==> src/rtl/core/pmq_pkg.sv <==
`timescale 1ns / 1ps
// ----------------------------------------------------------------------------
// pmq_pkg: shared types and constants of the priority message queue.
// Holds the request and result words, the codes and the queue geometry.
// ----------------------------------------------------------------------------
package pmq_pkg;

    localparam int QueueDepth = 16;
    localparam int CountW     = 11;
    localparam int SizeW      = 21;

    localparam logic [CountW-1:0] MaxMessagesReset = 11'd10;
    localparam logic [SizeW-1:0]  MaxSizeReset     = 21'd8192;
    localparam logic [6:0]        SigMax           = 7'd64;

    localparam logic [CountW-1:0] DepthCount = CountW'(QueueDepth);

    typedef enum logic [1:0] {
        REQ_SEND       = 2'd0,
        REQ_RECEIVE    = 2'd1,
        REQ_NOTIFY_REG = 2'd2,
        REQ_NOTIFY_UNR = 2'd3
    } t_req;

    typedef enum logic [2:0] {
        ST_OK      = 3'd0,
        ST_INVALID = 3'd1,
        ST_MSGSIZE = 3'd2,
        ST_FULL    = 3'd3,
        ST_EMPTY   = 3'd4,
        ST_BUSY    = 3'd5
    } t_status;

    localparam logic [1:0] KIND_SIGNAL = 2'd0;
    localparam logic [1:0] KIND_NONE   = 2'd1;

    localparam logic [0:0] ADDR_MAX_MESSAGES = 1'b0;
    localparam logic [0:0] ADDR_MAX_SIZE     = 1'b1;

    typedef struct packed {
        logic [1:0]       req_type;
        logic [15:0]      priority_req;
        logic [SizeW-1:0] length;
        logic [63:0]      payload;
        logic [15:0]      task_id;
        logic [1:0]       notify_kind;
        logic [6:0]       signal_number;
    } t_req_word;

    typedef struct packed {
        logic [2:0]        status;
        logic [63:0]       out_payload;
        logic [14:0]       out_priority;
        logic [SizeW-1:0]  out_length;
        logic              notify_fire;
        logic [15:0]       notify_task;
        logic [6:0]        notify_signal;
        logic [CountW-1:0] message_count;
    } t_res_word;

    // Classified command passed from front to back.
    typedef struct packed {
        logic              is_queue_op; // send or receive that touches the queue
        logic              is_send;
        logic [2:0]        status;      // final status for non-queue ops
        logic [14:0]       prio;
        logic [SizeW-1:0]  length;
        logic [63:0]       payload;
        logic              fire;
        logic [15:0]       notify_task;
        logic [6:0]        notify_signal;
    } t_cmd;

endpackage

==> src/rtl/core/pmq_front.sv <==
`timescale 1ns / 1ps
// ----------------------------------------------------------------------------
// pmq_front: request checker.
// Checks each request against the registers, count and notification owner,
// updates the owner and count, and hands a classified command to the back.
// ----------------------------------------------------------------------------
module pmq_front import pmq_pkg::*; (
    input  logic              i_clk,
    input  logic              i_rst_n,
    input  logic              i_valid,
    input  t_req_word         i_req,
    input  logic [CountW-1:0] i_max_messages,
    input  logic [SizeW-1:0]  i_max_size,
    output logic              o_cmd_valid,
    output t_cmd              o_cmd,
    output logic [CountW-1:0] o_count
);

    logic              r_owner_valid, n_owner_valid;
    logic [15:0]       r_owner_task, n_owner_task;
    logic [6:0]        r_owner_signal, n_owner_signal;
    logic [CountW-1:0] r_count, n_count;
    logic [CountW-1:0] cap;
    t_cmd              cmd;

    assign cap = (i_max_messages > DepthCount) ? DepthCount : i_max_messages;

    // Classify the request and compute owner and count updates.
    always_comb begin
        n_owner_valid  = r_owner_valid;
        n_owner_task   = r_owner_task;
        n_owner_signal = r_owner_signal;
        n_count        = r_count;
        cmd            = '0;
        cmd.prio       = i_req.priority_req[14:0];
        cmd.length     = i_req.length;
        cmd.payload    = i_req.payload;
        unique case (t_req'(i_req.req_type))
            REQ_SEND: begin
                if (i_req.priority_req[15]) begin
                    cmd.status = ST_INVALID;
                end else if (i_req.length > i_max_size) begin
                    cmd.status = ST_MSGSIZE;
                end else if (r_count >= cap) begin
                    cmd.status = ST_FULL;
                end else begin
                    cmd.is_queue_op = 1'b1;
                    cmd.is_send     = 1'b1;
                    n_count         = r_count + 1'b1;
                    if (r_count == '0 && r_owner_valid) begin
                        n_owner_valid = 1'b0;
                        if (r_owner_signal != '0) begin
                            cmd.fire          = 1'b1;
                            cmd.notify_task   = r_owner_task;
                            cmd.notify_signal = r_owner_signal;
                        end
                    end
                end
            end
            REQ_RECEIVE: begin
                if (i_req.length < i_max_size) begin
                    cmd.status = ST_MSGSIZE;
                end else if (r_count == '0) begin
                    cmd.status = ST_EMPTY;
                end else begin
                    cmd.is_queue_op = 1'b1;
                    n_count         = r_count - 1'b1;
                end
            end
            REQ_NOTIFY_REG: begin
                if (r_owner_valid && r_owner_task != i_req.task_id) begin
                    cmd.status = ST_BUSY;
                end else if (i_req.notify_kind == KIND_SIGNAL) begin
                    if (i_req.signal_number == '0 || i_req.signal_number > SigMax) begin
                        cmd.status = ST_INVALID;
                    end else begin
                        n_owner_valid  = 1'b1;
                        n_owner_task   = i_req.task_id;
                        n_owner_signal = i_req.signal_number;
                    end
                end else if (i_req.notify_kind == KIND_NONE) begin
                    n_owner_valid  = 1'b1;
                    n_owner_task   = i_req.task_id;
                    n_owner_signal = '0;
                end else begin
                    cmd.status = ST_INVALID;
                end
            end
            REQ_NOTIFY_UNR: begin
                if (r_owner_valid && r_owner_task == i_req.task_id) begin
                    n_owner_valid = 1'b0;
                end
            end
            default: cmd.status = ST_INVALID;
        endcase
    end

    // State and the command register.
    always_ff @(posedge i_clk) begin
        if (!i_rst_n) begin
            r_owner_valid  <= 1'b0;
            r_owner_task   <= '0;
            r_owner_signal <= '0;
            r_count        <= '0;
            o_cmd_valid    <= 1'b0;
        end else begin
            o_cmd_valid <= i_valid;
            if (i_valid) begin
                r_owner_valid  <= n_owner_valid;
                r_owner_task   <= n_owner_task;
                r_owner_signal <= n_owner_signal;
                r_count        <= n_count;
            end
        end
    end

    always_ff @(posedge i_clk) begin
        if (i_valid) begin
            o_cmd   <= cmd;
            o_count <= n_count;
        end
    end

endmodule

==> src/rtl/core/pmq_back.sv <==
`timescale 1ns / 1ps
// ----------------------------------------------------------------------------
// pmq_back: sorted shift-register queue.
// Inserts a send after all entries of equal or higher priority, pops the head
// on receive, and registers the result word.
// ----------------------------------------------------------------------------
module pmq_back import pmq_pkg::*; (
    input  logic              i_clk,
    input  logic              i_rst_n,
    input  logic              i_cmd_valid,
    input  t_cmd              i_cmd,
    input  logic [CountW-1:0] i_count,
    output logic              o_res_valid,
    output t_res_word         o_res
);

    logic [14:0]      r_prio [QueueDepth];
    logic [SizeW-1:0] r_len  [QueueDepth];
    logic [63:0]      r_pay  [QueueDepth];
    logic [QueueDepth-1:0] r_occ;
    logic [QueueDepth-1:0] keep;   // entry stays ahead of the new message
    t_res_word        res;

    // Each occupied cell compares its priority with the new one.
    always_comb begin
        for (int i = 0; i < QueueDepth; i++) begin
            keep[i] = r_occ[i] && (r_prio[i] >= i_cmd.prio);
        end
    end

    // Result word.
    always_comb begin
        res               = '0;
        res.status        = i_cmd.status;
        res.notify_fire   = i_cmd.fire;
        res.notify_task   = i_cmd.notify_task;
        res.notify_signal = i_cmd.notify_signal;
        res.message_count = i_count;
        if (i_cmd.is_queue_op && !i_cmd.is_send) begin
            res.out_payload  = r_pay[0];
            res.out_priority = r_prio[0];
            res.out_length   = r_len[0];
        end
    end

    // Occupancy and result strobe.
    always_ff @(posedge i_clk) begin
        if (!i_rst_n) begin
            r_occ       <= '0;
            o_res_valid <= 1'b0;
        end else begin
            o_res_valid <= i_cmd_valid;
            if (i_cmd_valid && i_cmd.is_queue_op) begin
                if (i_cmd.is_send) begin
                    r_occ <= {r_occ[QueueDepth-2:0], 1'b1};
                end else begin
                    r_occ <= {1'b0, r_occ[QueueDepth-1:1]};
                end
            end
        end
    end

    // Cell array: shift down on insert, shift up on pop.
    always_ff @(posedge i_clk) begin
        if (i_cmd_valid) begin
            o_res <= res;
        end
        if (i_cmd_valid && i_cmd.is_queue_op) begin
            for (int i = 0; i < QueueDepth; i++) begin
                if (i_cmd.is_send) begin
                    if (!keep[i]) begin
                        if (i == 0 || keep[(i == 0) ? 0 : i-1]) begin
                            r_prio[i] <= i_cmd.prio;
                            r_len[i]  <= i_cmd.length;
                            r_pay[i]  <= i_cmd.payload;
                        end else begin
                            r_prio[i] <= r_prio[(i == 0) ? 0 : i-1];
                            r_len[i]  <= r_len[(i == 0) ? 0 : i-1];
                            r_pay[i]  <= r_pay[(i == 0) ? 0 : i-1];
                        end
                    end
                end else if (i < QueueDepth-1) begin
                    r_prio[i] <= r_prio[(i < QueueDepth-1) ? i+1 : i];
                    r_len[i]  <= r_len[(i < QueueDepth-1) ? i+1 : i];
                    r_pay[i]  <= r_pay[(i < QueueDepth-1) ? i+1 : i];
                end
            end
        end
    end

endmodule

==> src/rtl/core/priority_message_queue_core.sv <==
`timescale 1ns / 1ps
// The request is registered in the front's command register, and the result
// word and its strobe in the back's result register.
// Busy is high for one cycle after each accepted start while the sorted cell
// array takes the command; a start during busy is not accepted.
// The receiver cannot stall; every result is shown for exactly one cycle.
// Reset (synchronous, active low) empties the queue, drops the notification
// owner and loads the registers with 10 messages and 8192 bytes.
// ----------------------------------------------------------------------------
// priority_message_queue_core: bounded stable priority message queue.
// Front checker, command register and sorted back end with an APB port.
// ----------------------------------------------------------------------------
module priority_message_queue_core import pmq_pkg::*; (
    input  logic         i_clk,
    input  logic         i_rst_n,
    input  logic         start,
    output logic         busy,
    input  t_req_word    i_req,
    output logic         o_res_valid,
    output t_res_word    o_res,
    input  logic         psel,
    input  logic         penable,
    input  logic         pwrite,
    input  logic [2:0]   paddr,
    input  logic [31:0]  pwdata,
    output logic [31:0]  prdata,
    output logic         pready
);

    logic [CountW-1:0] r_max_messages;
    logic [SizeW-1:0]  r_max_size;
    logic              accept;
    logic              cmd_valid;
    t_cmd              cmd;
    logic [CountW-1:0] count;

    assign busy   = cmd_valid;
    assign accept = start && !busy;
    assign pready = 1'b1;

    // Configuration registers.
    always_ff @(posedge i_clk) begin
        if (!i_rst_n) begin
            r_max_messages <= MaxMessagesReset;
            r_max_size     <= MaxSizeReset;
        end else if (psel && penable && pwrite) begin
            if (paddr[2] == ADDR_MAX_MESSAGES) begin
                r_max_messages <= pwdata[CountW-1:0];
            end else begin
                r_max_size <= pwdata[SizeW-1:0];
            end
        end
    end

    always_comb begin
        prdata = '0;
        if (paddr[1:0] == 2'b00) begin
            if (paddr[2] == ADDR_MAX_SIZE) begin
                prdata = {{(32-SizeW){1'b0}}, r_max_size};
            end else begin
                prdata = {{(32-CountW){1'b0}}, r_max_messages};
            end
        end
    end

    pmq_front u_front (
        .i_clk          (i_clk),
        .i_rst_n        (i_rst_n),
        .i_valid        (accept),
        .i_req          (i_req),
        .i_max_messages (r_max_messages),
        .i_max_size     (r_max_size),
        .o_cmd_valid    (cmd_valid),
        .o_cmd          (cmd),
        .o_count        (count)
    );

    pmq_back u_back (
        .i_clk       (i_clk),
        .i_rst_n     (i_rst_n),
        .i_cmd_valid (cmd_valid),
        .i_cmd       (cmd),
        .i_count     (count),
        .o_res_valid (o_res_valid),
        .o_res       (o_res)
    );

`ifndef NO_ASSERTIONS
    // A result word follows every command in the next cycle.
    a_res_follows: assert property (@(posedge i_clk) disable iff (!i_rst_n)
        cmd_valid |=> o_res_valid) else $error("result strobe missing");
    // A notification never fires on a failed request.
    a_fire_ok: assert property (@(posedge i_clk) disable iff (!i_rst_n)
        o_res_valid && o_res.notify_fire |-> o_res.status == ST_OK)
        else $error("notification on failed request");
    // The held count never exceeds the depth.
    a_count_bound: assert property (@(posedge i_clk) disable iff (!i_rst_n)
        o_res_valid |-> o_res.message_count <= DepthCount)
        else $error("count beyond depth");
`endif

endmodule

==> config.mk <==
export PLATFORM = sky130hd
export DESIGN_NAME = priority_message_queue_core
export DESIGN_NICKNAME = d
export VERILOG_FILES = /design/src/rtl/core/pmq_pkg.sv /design/src/rtl/core/pmq_front.sv /design/src/rtl/core/pmq_back.sv /design/src/rtl/core/priority_message_queue_core.sv
export SDC_FILE = /design/constraint.sdc
export NUM_CORES = 2
export LEC_CHECK = 0
export BUFFER_PORTS_ARGS = -buffer_cell sky130_fd_sc_hd__buf_2
export CELL_PAD_IN_SITES_DETAIL_PLACEMENT = 0
export CELL_PAD_IN_SITES_GLOBAL_PLACEMENT = 1
export CORE_MARGIN = 5
export CORE_UTILIZATION = 50
export CTS_CLUSTER_DIAMETER = 100
export DETAILED_ROUTE_END_ITERATION = 10
export GPL_ROUTABILITY_DRIVEN = 0
export GPL_TIMING_DRIVEN = 0
export PLACE_DENSITY_LB_ADDON = 0.1
export SLEW_MARGIN = 25
export SYNTH_ARGS = -nofsm -noshare
export SYNTH_HDL_FRONTEND = slang
export SYNTH_SLANG_ARGS = --single-unit
==> constraint.sdc <==
create_clock -name i_clk -period 22.5 [get_ports i_clk]
set_input_delay 3.375 -clock i_clk [delete_from_list [all_inputs] [get_ports i_clk]]
set_output_delay 3.375 -clock i_clk [all_outputs]
set_load 0.01 [all_outputs]
# After elaboration in Yosys (flattened, before gate mapping)
# Memories as Yosys holds them, arrays and structs flattened.
# Index checks and enable logic that the tools add are counted.
# classes
addsub	2
magnitude_cmp	21
n_reduce_logical	42
eq_ne	15
mux	289
bitwise_logic	95
# op_table
operator	n
$mux 64	30
$mux 21	32
$mux 15	30
$ge 15x15->1	16
$mux 1	169
$or 1x1->1	90
$mux 11	6
$mux 16	4
$logic_and 1x1->1	24
$mux 24	1
$pmux 11 s2	1
$gt 21x21->1	1
$lt 21x21->1	1
$mux 7	3
$mux 3	6
$eq 16x16->1	1
$ne 16x16->1	1
$add 11x1->11 const B	1
$ge 11x11->1	1
$gt 11x5->1 const B	1
$logic_not 11->1	1
$sub 11x1->11 const B	1
$ne 2x2->1 const B	5
$reduce_and 10->1	1
other kinds (23)	37
# word_totals
elab_cells	494
out_inout_bits	173
mem_count	3
mem_bits_rw	1600
input_bits	169
regBits	363
# memory_table
memory	words	width	rd	rd_clocked_by_memory_dff	write_ports	line	source
u_back.r_pay	16	64	16	0	16	pmq_back.sv:19	logic [63:0] r_pay [QueueDepth];
u_back.r_len	16	21	16	0	16	pmq_back.sv:18	logic [SizeW-1:0] r_len [QueueDepth];
u_back.r_prio	16	15	16	0	16	pmq_back.sv:17	logic [14:0] r_prio [QueueDepth];

# Logic depth before layout (Yosys ltp)
# An unclocked memory read counts as a cell.
# depth
word_depth	10
depth_mapped	12
depth_no_buf	11

# Modules after synthesis
# A second synthesis with hierarchy kept.
# hier_totals
cells_unflattened	7960
area_unflattened_um2	93677.3
# by_module_without_submodules
module	area_per_inst_um2	instances	cells_each	seq_area_each_um2
pmq_back	84448.5	1	7204	52530.4
pmq_front	7577.3	1	571	4924.7
priority_message_queue_core	1651.6	1	185	640.6

# Worst setup path after synthesis
# No wires, ideal clock.
# synth_timing
kind	reg2reg
startpoint	reg u_front.o_cmd_valid
endpoint	mem u_back.r_len[6][0] (enable)
stages_incl_launch_ff	4
period_less_slack_ns	9.920
n_path_buf	1
setup_time_ns	0.618
arrival_time_ns	9.302
t_required_ns	21.882
setup_slack_ns	12.580
path_cell_list	dfxtp_1 nand2_1 clkbuf_1 a31oi_1
# synth_lines
element	line	source
start, declared	pmq_front.sv:14	output logic o_cmd_valid,
start signal, assigned	pmq_front.sv:107	o_cmd_valid <= i_valid;
end, declared	pmq_back.sv:18	

# Worst setup path in the final report
# layout_timing
startpoint	in paddr[2]
endpoint	out prdata[7]
# layout_via
elab_chain_len	2
# layout_rtl
element	line	source
start, declared	priority_message_queue_core.sv:24	input logic [2:0] paddr,
$mux 21	priority_message_queue_core.sv:58	if (paddr[2] == ADDR_MAX_SIZE) begin
$mux 21	priority_message_queue_core.sv:57	if (paddr[1:0] == 2'b00) begin
end, declared	priority_message_queue_core.sv:26	output logic [31:0] prdata,
# Every way passes these cells.

==> results.yml <==
worst_setup_path:
  crit_path_end_kind: "output pin"
  r2r-start: "u_front.o_cmd_valid"
  cp.required_ns: 19.12
  crit_path_max_fanout: 10
  reg2reg_slack_ns: 16.69
  r2r_cells: 10
  cp-start-kind: "input port"
  path_class: "input port to output pin"
  crit_arrival_ns: 4.73
  r2r_end: "u_back.r_pay[4][44]"
die:
  fp-row-count: 162
  start_util_pct: 50.3
  chipWidth_um: 453
  die_h_um: 453
  core-area_um2: 195000
  ios: 342
  dieArea_um2: 205000
grt:
  grt_pass1_wl_um: 534000
  grt_max_degree: 63
  antenna_found_initial: 31
  overflow: 0
  grt_pass1_vias: 79191
  groute.usage.overall_pct: 34.8
route:
  drt_iter0_markers: 10648
  drt_pre_antenna_iters: 6
  wl_per_cell_um: 30.7
  viasPerCell: 6.75
  drc: 0
  vias: 80841
  detail-route-antenna-nets: 0
  drt_wl_total_um: 368000
cells_and_area:
  fin_nets: 9578
  regArea_um2: 58100
  area_growth_syn_to_layout_pct: 14.6
  drive_above_1_share_pct: 11.4
  fin_util_pct: 57.6
  nFillCells: 16807
  final_cells: 11984
  multi_input_area_um2: 36000
clocking:
  postCtsSetupRepairBufs: 0
  clockRootBuffer: "clkbuf_16"
  postCtsHoldBufs: 0
  worstSkewPairLatency_ns: 0.87
  cts_num_sinks: 1963
  path_clk_slew_ns: 0.06
  cts.repair.resized: 0
  cts_tree: "yes"
  cts_buffers: 213
  clock_path_buffers: 3
  cts.htree.levels: 4
synthesis:
  synth_cell_type_count: 78
  ys_seq_elements: 1963
  ys_seq_area_share_pct: 59.3
  synth_top_area_cell: "edfxtp_1"
  syn_area_um2: 98000
  synth_top_cell_area_share_pct: 57.5
  ys_warn_count: 0
  synth.area.top_cells: "edfxtp_1, a221o_1, nand2_1"
  synthCells: 8494
  ys_async_sr_fraction_pct: 0
  syn_area_per_cell_um2: 11.5
  synth_edf_count: 1878
  synthFlopType: "edfxtp_1"
sta:
  finClkSkew_ns: 0.0351
  fin_crit_ns: 8.10
  worst_pin_slew_ns: 1.25
  fmaxAchievable_mhz: 123
  hold_violations: 0
  slew_headroom_pct: 16.7
  setup_slack_ns: 14.40
  slew_viol_final: 0
  grt_setup_unrepaired: "false"
  finalSetupViolations: 0
  setup-tns-final_ns: 0
  finalCritPeriodShare_pct: 36.0
flow_run:
  drv_cap: 0
min_path:
  hold_end: "u_back.o_res[7]"
  hp-class: "register to register"
  hp-start: "u_front.o_count[7]"
  holdPathStages: 0
pwr:
  powerDensity_nw_per_um2: 77.3
  power_leakage_nw: 38.7
  vdd_drop_max_mv: 0.0864
placed_design:
  place_hpwl_um: 280000
  post-place-cells: 11543
  place_ws_ns: 14.41
  numPortBuffers: 314
run_status:
  status: "finished, final reports clean"
## layout by cell type (no fill, tap or decap), types with 43 or more instances in the layout
| cell | netlist | layout |
|---|---|---|
| a211o_1 | 101 | 101 |
| a21o_1 | 50 | 50 |
| a21oi_1 | 318 | 315 |
| a221o_1 | 596 | 596 |
| a31oi_1 | 316 | 312 |
| and2_1 | 138 | 138 |
| and3_1 | 110 | 110 |
| buf_16 | 0 | 69 |
| buf_2 | 182 | 498 |
| clkbuf_1 | 642 | 645 |
| clkbuf_16 | 0 | 219 |
| clkbuf_2 | 0 | 44 |
| clkinv_1 | 2 | 52 |
| dfxtp_1 | 85 | 84 |
| diode_2 | 0 | 54 |
| edfxtp_1 | 1878 | 1878 |
| ha_1 | 274 | 274 |
| inv_1 | 71 | 71 |
| mux2_1 | 43 | 43 |
| mux2_2 | 46 | 46 |
| mux2i_1 | 69 | 69 |
| nand2_1 | 1482 | 1481 |
| nand3_1 | 439 | 438 |
| nor2_1 | 308 | 302 |
| o2111ai_1 | 204 | 204 |
| o211ai_1 | 601 | 601 |
| o21ai_0 | 53 | 53 |
| o22ai_1 | 103 | 103 |
## per-stage QoR
stage	instance area, um^2	hold WS, ns	power, mW
floorplan	98100	0.400	4.93
global placement	103000	0.402	5.28
detailed placement	106000	0.405	5.31
CTS	112000	0.414	8.67
global route	112000	0.419	8.93
finish	112000	0.413	8.68
## area by class of cell
| cell class | count | share of cell area (%) |
|---|---|---|
| diodes | 54 | 0.120 |
| plain buffers | 907 | 3.50 |
| clock buffers | 283 | 5.17 |
| clock inverters | 103 | 0.649 |
| inverters | 73 | 0.248 |
| multi-input cells | 5567 | 32.1 |
| flip-flops and latches | 1963 | 51.7 |
| well taps | 2624 | 2.92 |
| repair buffers | 410 | 3.56 |
## state kept, by name, summed over array words and instances (netlist names)
register                cells
r_max_messages             11
r_max_size                 21
u_back.o_res              138
u_back.o_res_valid          1
u_back.r_len              336
u_back.r_occ               16
u_back.r_pay             1024
u_back.r_prio             240
u_front.o_cmd             129
u_front.o_cmd_valid         1
u_front.o_count            11
u_front.r_count            11
u_front.r_owner_signal      7
u_front.r_owner_task       16
u_front.r_owner_valid       1
## routing by layer
| metal | up-vias | share of wire (%) | wire, um | GRT usage [%] |
|---|---|---|---|---|
| li1 | 34719 | - | - | - |
| met1 | 40435 | 39 | 144000 | 45.8 |
| met2 | 4805 | 45 | 167000 | 53.6 |
| met3 | 870 | 10 | 37800 | 8.42 |
| met4 | 12 | 5.3 | 19500 | 18.5 |
| met5 | - | 0.023 | 85 | 0 |
## worst max-delay path by stage
stage,startpoint,end,slack (ns),depth (start not counted)
floorplan,u_front.o_cmd_valid,u_back.r_len[6][0],12.58,3
global placement,u_front.o_cmd_valid,u_back.r_pay[3][45],4.04,3
detailed placement,paddr[2],prdata[5],14.41,5
CTS,paddr[2],prdata[5],14.40,5
global route,paddr[2],prdata[4],14.29,5
finish,paddr[2],prdata[7],14.40,5
## cells by family (layout without fill, tap and decap cells)
kind of cell / after synthesis / in the layout / synth area share (%)
fa+ha+maj: 274 / 274 / 3.50
simple gates: 2647 / 2647 / 11.8
xor+xnor: 24 / 24 / 0.214
compound gates: 2446 / 2446 / 19.3
mux: 158 / 158 / 1.73
buf+inv: 980 / 1776 / 4.19
other cells: 2 / 72 / 0.00766
flops: 1963 / 1963 / 59.3
## power by group
part,switching [mW],internal [mW],leakage [nW]
combinational,0.607,0.342,17.6
clock,1.53,1.89,3.20
sequential,0.107,4.21,18.0
total,2.24,6.44,38.7
## worst max-delay path, stage by stage
cell	delay, ns
clkbuf_1	0.19
buf_1	0.61
mux2i_1	0.33
nor2_1	0.06
buf_2	0.15
## synthesized netlist by cell type (50+ instances only)
| cell type | instances |
|---|---|
| mux2i_1 | 69 |
| nand2_1 | 1482 |
| inv_1 | 71 |
| and3_1 | 110 |
| nor2_1 | 308 |
| a221o_1 | 596 |
| and2_1 | 138 |
| a21o_1 | 50 |
| o21ai_0 | 53 |
| a31oi_1 | 316 |
| o2111ai_1 | 204 |
| o211ai_1 | 601 |
| o22ai_1 | 103 |
| dfxtp_1 | 85 |
| ha_1 | 274 |
| clkbuf_1 | 642 |
| buf_2 | 182 |
| nand3_1 | 439 |
| a211o_1 | 101 |
| a21oi_1 | 318 |
| edfxtp_1 | 1878 |
No activity file was read; power rests on OpenSTA's default activity.
